File: src/rtl/core/dbd_pkg.sv
// shared constants and types for the detection box decoder
package dbd_pkg;

    localparam int ValueW     = 32;
    localparam int EdgeW      = 35;
    localparam int CoordW     = 29;
    localparam int ScoreW     = 17;
    localparam int LabelW     = 8;
    localparam int DimW       = 14;
    localparam int MaxClasses = 128;

    localparam logic [2:0] CfgThreshold  = 3'd0;
    localparam logic [2:0] CfgInvScale   = 3'd1;
    localparam logic [2:0] CfgPadX       = 3'd2;
    localparam logic [2:0] CfgPadY       = 3'd3;
    localparam logic [2:0] CfgImgWidth   = 3'd4;
    localparam logic [2:0] CfgImgHeight  = 3'd5;
    localparam logic [2:0] CfgClassCount = 3'd6;
    localparam logic [2:0] CfgMaxBoxes   = 3'd7;

    typedef struct packed {
        logic mul_load;
        logic out_load;
    } t_stage_ctl;

endpackage

File: src/rtl/core/dbd_edge.sv
// one box edge: scale by the reciprocal resize ratio and clamp to the image
module dbd_edge
    import dbd_pkg::*;
(
    input  logic                    i_clk,
    input  t_stage_ctl              i_ctl,
    input  logic signed [EdgeW-1:0] i_twice_edge,
    input  logic [31:0]             i_inv_scale,
    input  logic [DimW-1:0]         i_dim,
    output logic [CoordW-1:0]       o_edge
);

    logic        r_pos;
    logic [48:0] r_hi;
    logic [47:0] r_lo;
    logic [CoordW-1:0] r_edge;

    logic [16:0] w_a;
    logic [15:0] w_b;
    logic [49:0] w_sum;
    logic [32:0] w_p;
    logic [12:0] w_dm1;
    logic [CoordW-1:0] w_lim;

    // edge is in units of half a sixteenth-bit pixel and below 2^33 when positive
    assign w_a = i_twice_edge[32:16];
    assign w_b = i_twice_edge[15:0];

    always_ff @(posedge i_clk) begin
        if (i_ctl.mul_load) begin
            r_pos <= !i_twice_edge[EdgeW-1] && (i_twice_edge != '0);
            r_hi  <= 49'(w_a) * 49'(i_inv_scale);
            r_lo  <= 48'(w_b) * 48'(i_inv_scale);
        end
    end

    always_comb begin
        w_sum = 50'(r_hi) + 50'(r_lo[47:16]);
        w_p   = w_sum[49:17];
        if (i_dim == '0) begin
            w_dm1 = '0;
        end else if (i_dim > 14'd8192) begin
            w_dm1 = 13'd8191;
        end else begin
            w_dm1 = 13'(i_dim - 14'd1);
        end
        w_lim = {w_dm1, 16'b0};
    end

    always_ff @(posedge i_clk) begin
        if (i_ctl.out_load) begin
            if (!r_pos) begin
                r_edge <= '0;
            end else if (w_p < 33'(w_lim)) begin
                r_edge <= w_p[CoordW-1:0];
            end else begin
                r_edge <= w_lim;
            end
        end
    end

    assign o_edge = r_edge;

endmodule
File: config.mk
export PLATFORM = sky130hd
export DESIGN_NAME = dbd_edge
export DESIGN_NICKNAME = d
export VERILOG_FILES = /design/src/rtl/core/dbd_pkg.sv /design/src/rtl/core/dbd_edge.sv
export SDC_FILE = /design/constraint.sdc
export NUM_CORES = 2
export LEC_CHECK = 0
export ABC_AREA = 1
export BUFFER_PORTS_ARGS = -buffer_cell sky130_fd_sc_hd__clkbuf_2
export CELL_PAD_IN_SITES_DETAIL_PLACEMENT = 0
export CELL_PAD_IN_SITES_GLOBAL_PLACEMENT = 1
export CORE_MARGIN = 1.5
export CORE_UTILIZATION = 40
export CTS_CLUSTER_SIZE = 20
export DETAILED_ROUTE_END_ITERATION = 8
export PLACE_DENSITY_LB_ADDON = 0.1
export SYNTH_ARGS = -nofsm -noshare
export SYNTH_HDL_FRONTEND = slang
export SYNTH_SLANG_ARGS = --single-unit
File: constraint.sdc
create_clock -name i_clk -period 7.9 [get_ports i_clk]
set_input_delay 0.395 -clock i_clk [delete_from_list [all_inputs] [get_ports i_clk]]
set_output_delay 0.395 -clock i_clk [all_outputs]
set_load 0.02 [all_outputs]
## After elaboration in Yosys (flattened, before gate mapping)

Cells that the tools add are included.

- Register bits: 127
- Input port bits: 84
- Word-level logic and storage cells: 19

- $add $sub $neg: 2
- Multipliers: 2
- Order comparisons: 2
- Multiplexer cells: 3
- Reductions and logical operators: 5

Operator list:

| operator | number |
|---|---|
| $add 49x32->50 | 1 |
| $mul 17x32->49 | 1 |
| $mul 16x32->48 | 1 |
| $reduce_bool 35->1 | 1 |
| $lt 33x29->1 | 1 |
| $mux 29 | 1 |
| $mux 13 | 2 |
| $gt 14x14->1 const B | 1 |
| $logic_not 14->1 | 1 |
| $sub 13x1->13 const B | 1 |
| $reduce_and 2->1 | 1 |
| $logic_and 1x1->1 | 1 |
| $logic_not 1->1 | 1 |

## Depth between registers and ports, before layout

- Word-level depth: 5
- Mapped depth: 31
- Depth with buffers taken out: 29

## Least setup slack after synthesis

No wires, ideal clock.

- Path type: input to register
- Start: input i_twice_edge[7]
- End: register r_lo[44] (data pin)
- Library setup time: 265 ps
- Arrival: 5,582 ps
- Path slack: 2,053 ps
- Stages on the path: 26
- Path through: clkbuf_1 -> clkbuf_1 -> nand2_1 -> fa_1 -> inv_1 -> fa_1 -> inv_1 -> fa_1 -> inv_1 -> fa_1 -> fa_1 -> inv_1 -> fa_1 -> inv_1 -> ha_1 -> nand2_1 -> inv_1 -> a21oi_1 -> o21ai_0 -> inv_1 -> nand2_1 -> a21oi_1 -> inv_1 -> a21oi_1 -> o21ai_0 -> xor2_1

- Cells in the longest elaborated chain, start to end: 1

Ends and longest elaborated chain:

| element | line | text |
|---|---|---|
| start: declaration | dbd_edge.sv:7 | `input logic signed [EdgeW-1:0] i_twice_edge,` |
| $mul 16x32->48 | dbd_edge.sv:33 | `r_lo <= 48'(w_b) * 48'(i_inv_scale);` |
| end signal: assignment | dbd_edge.sv:33 |  |
| end: declaration | dbd_edge.sv:15 | `logic [47:0] r_lo;` |

Every way passes these cells.
A chain may end at the register's enable or synchronous reset.

## Worst setup path after layout

- Start: input i_inv_scale[23]
- End: register r_hi[46] (data pin)

- Cells in the longest elaborated chain, start to end: 1

Ends and longest elaborated chain:

| element | line | text |
|---|---|---|
| start: declaration | dbd_edge.sv:8 | `input logic [31:0] i_inv_scale,` |
| $mul 17x32->49 | dbd_edge.sv:32 | `r_hi <= 49'(w_a) * 49'(i_inv_scale);` |
| end signal: assignment | dbd_edge.sv:32 |  |
| end: declaration | dbd_edge.sv:14 | `logic [48:0] r_hi;` |

Every way passes these cells.

==> flow_summary.yaml <==
worst_hold_path:
  hold_class: "primary input to register"
timing:
  drv_slew: 0
  worst_clock_skew_ns: 0.01750
  max_freq_mhz: 152.0
  slew_headroom_pct: 24.68
  rsz0062_at_grt: "false"
  hold_viol: 0
  post-route-period-util_pct: 83.25
  period_needed_ns: 6.577
  setup-tns-final_ns: 0
  tightestPinTransition_ns: 1.130
  final-setup-viol-count: 0
detailed_routing:
  wirelength_um: 131600
  ant_nets: 0
  viasPerCell: 4.868
  wl_per_cell_um: 19.33
  first_iter_violations: 2144
  drtPass1Iterations: 5
  routed-via-count: 33128
  remaining_drc_errors: 0
floorplan:
  rows: 118
  dieHeight_um: 325.8
  start_util_pct: 40.32
  die_w_um: 325.8
  io_pins: 113
  dieArea_um2: 106100
  core-area_um2: 103300
synth:
  syn_inst: 5480
  syn_avg_cell_area_um2: 7.604
  synthFlopType: "edfxtp_1"
  syn_area_um2: 41670
  synth_simple_gate_area_share_pct: 17.42
  yosysWarnings: 0
  synthXorXnorAreaFrac_pct: 1.955
  synth-seq-cells: 111
  postSynth.asyncResetShare_pct: 0
  synth-adder-area-share_pct: 50.13
  synth_edf_count: 111
  synth-compound-area-share_pct: 5.227
  ys_seq_area_share_pct: 7.999
  synth_top_family_by_area: "adder cells"
  synth_mux_area_share_pct: 0
  synth_cell_type_count: 50
  synth_fp_nets: 6714
setup_path:
  crit_path_start_kind: "primary input"
  critPathMaxFanout: 26
  cpPeakStageDelay_ns: 0.72
  cp_cell_sequence: "clkbuf_2, buf_4, nand2_1, inv_1, fa_1, inv_1, fa_1, fa_1, inv_1, fa_1, fa_1, inv_1, fa_1, inv_1, ha_1, nand2_1, nor2_1, inv_1, nor4_1, nand3_1, nand3_1, a21oi_1, xor2_1"
  worstPathArrival_ns: 6.72
  cp.required_ns: 8.04
  rr_startpoint: "r_lo[44]"
  slowest_stage: "clkbuf_2"
  reg2regPathDepth: 21
  crit_type: "primary input to register"
  startpoint: "i_inv_scale[23]"
  r2r-end: "o_edge[2]"
  r2r_slack_ns: 3.29
  crit_end: "r_hi[46]"
  end_kind: "register"
finish:
  diodes: 0
  layout_common_cells: "inv_1, nand2_1, fa_1"
  fillers: 10933
  nets: 6654
  drive_gt1_share_pct: 4.627
  final_common_cell: "inv_1"
  area_delta_synth_final_pct: 5.375
global_route:
  grt_pass1_vias: 35169
  grt_max_degree: 51
  antenna_found_initial: 1
  grt_pass1_wl_um: 208300
  grt_overflow_total: 0
  grtUsageTotal_pct: 25.58
placement:
  globalplace.congestion: 0.9044
  port_buffers: 112
  dpl.hpwl_um: 106500
run_status:
  outcome: "complete, no violations"
clock_tree:
  clk_latency_ns: 0.39
  post_cts.repair.setup_buffers: 0
  cts_tree: "built"
  ctsResizeCount: 0
  clkTransAtPathRegs_ns: 0.09
  root_buffer: "clkbuf_16"
  cts_sinks: 111
  cts-hold-fix-buffers: 0
  cts_made_buffers: 9
  clockBufferDepth: 2
  cts_htree_levels: 3
flow_run:
  maxCapViolCount: 0
## kinds of logic after synthesis
kind of cell / after synthesis
AND/OR/NAND/NOR: 1824
buffers and inverters: 1912
adder cells (fa/ha/maj): 1150
flip-flops: 111
XOR/XNOR: 93
AO/OA/AOI/OAI: 390
## through the flow
step	utilization, %	worst slack [ns]	area (µm²)	cells	hold WS (ns)
global placement	42.20	0.8121	43610	6789	0.8227
detailed placement	42.20	0.8996	43610	6789	0.8346
global route	42.49	0.9182	43910	6805	0.4981
floorplan	-	2.053	41670	5480	0.5075
finish	42.49	1.323	43910	6805	0.4712
CTS	42.49	1.299	43910	6805	0.4665
## layer usage
| metal | track usage, % | vias up | wire, µm | share of wire (%) |
|---|---|---|---|---|
| li1 | - | 15497 | - | - |
| met1 | 37.81 | 16696 | 62970 | 48 |
| met2 | 41.74 | 836 | 60140 | 46 |
| met3 | 1.754 | 99 | 6077 | 4.6 |
| met4 | 4.328 | 0 | 2375 | 1.8 |
| met5 | 0 | - | 0 | 0 |
## worst max-delay path: cells and delay by family
family	cells	cell delay, ns
compound gates	1	0.10
xor+xnor	1	0.15
fa+ha+maj	7	3.38
buf+inv	8	1.53
simple gates	6	1.15
## cells in the mapped netlist (23+ instances only)
| cell type | instances | area (µm²) |
|---|---|---|
| inv_1 | 1645 | 6175 |
| nand2_1 | 1434 | 5383 |
| fa_1 | 866 | 17340 |
| ha_1 | 284 | 3553 |
| clkbuf_1 | 257 | 964.7 |
| nor2_1 | 215 | 807.0 |
| a21oi_1 | 203 | 1016 |
| edfxtp_1 | 111 | 3333 |
| o21ai_0 | 79 | 395.4 |
| nand3_1 | 72 | 360.4 |
| xor2_1 | 59 | 516.8 |
| xnor2_1 | 34 | 297.8 |
| a31oi_1 | 29 | 181.4 |
| nor3_1 | 23 | 115.1 |
## layout make-up
class	count	area (µm²)	area share (%)
multi-input cells	3457	31140	70.92
inverters	1650	6193	14.10
repair buffers	191	1219	2.775
clock inverters	7	72.57	0.1653
well taps	1380	1727	3.932
flip-flops and latches	111	3333	7.591
clock buffers	9	225.2	0.5129
## flip-flops by register name (all words and copies together) (netlist names)
name	count
o_edge	29
r_pos	1
r_hi	49
r_lo	32
## worst min path at each step
stage          cells after the start         end             start  slack [ns]
2_1_floorplan                      0   o_edge[0]          i_ctl[0]        0.51
3_3_place_gp                       2  o_edge[15]          r_hi[32]        0.82
3_5_place_dp                       2  o_edge[15]          r_hi[32]        0.83
4_1_cts                            4     r_hi[1]  i_twice_edge[17]        0.47
5_1_grt                            1    r_lo[17]          i_ctl[1]        0.50
6_report                           4     r_hi[1]  i_twice_edge[17]        0.47
Power is not shown: default switching activity piles up to over one toggle a cycle in this logic, so the estimate is an artifact.
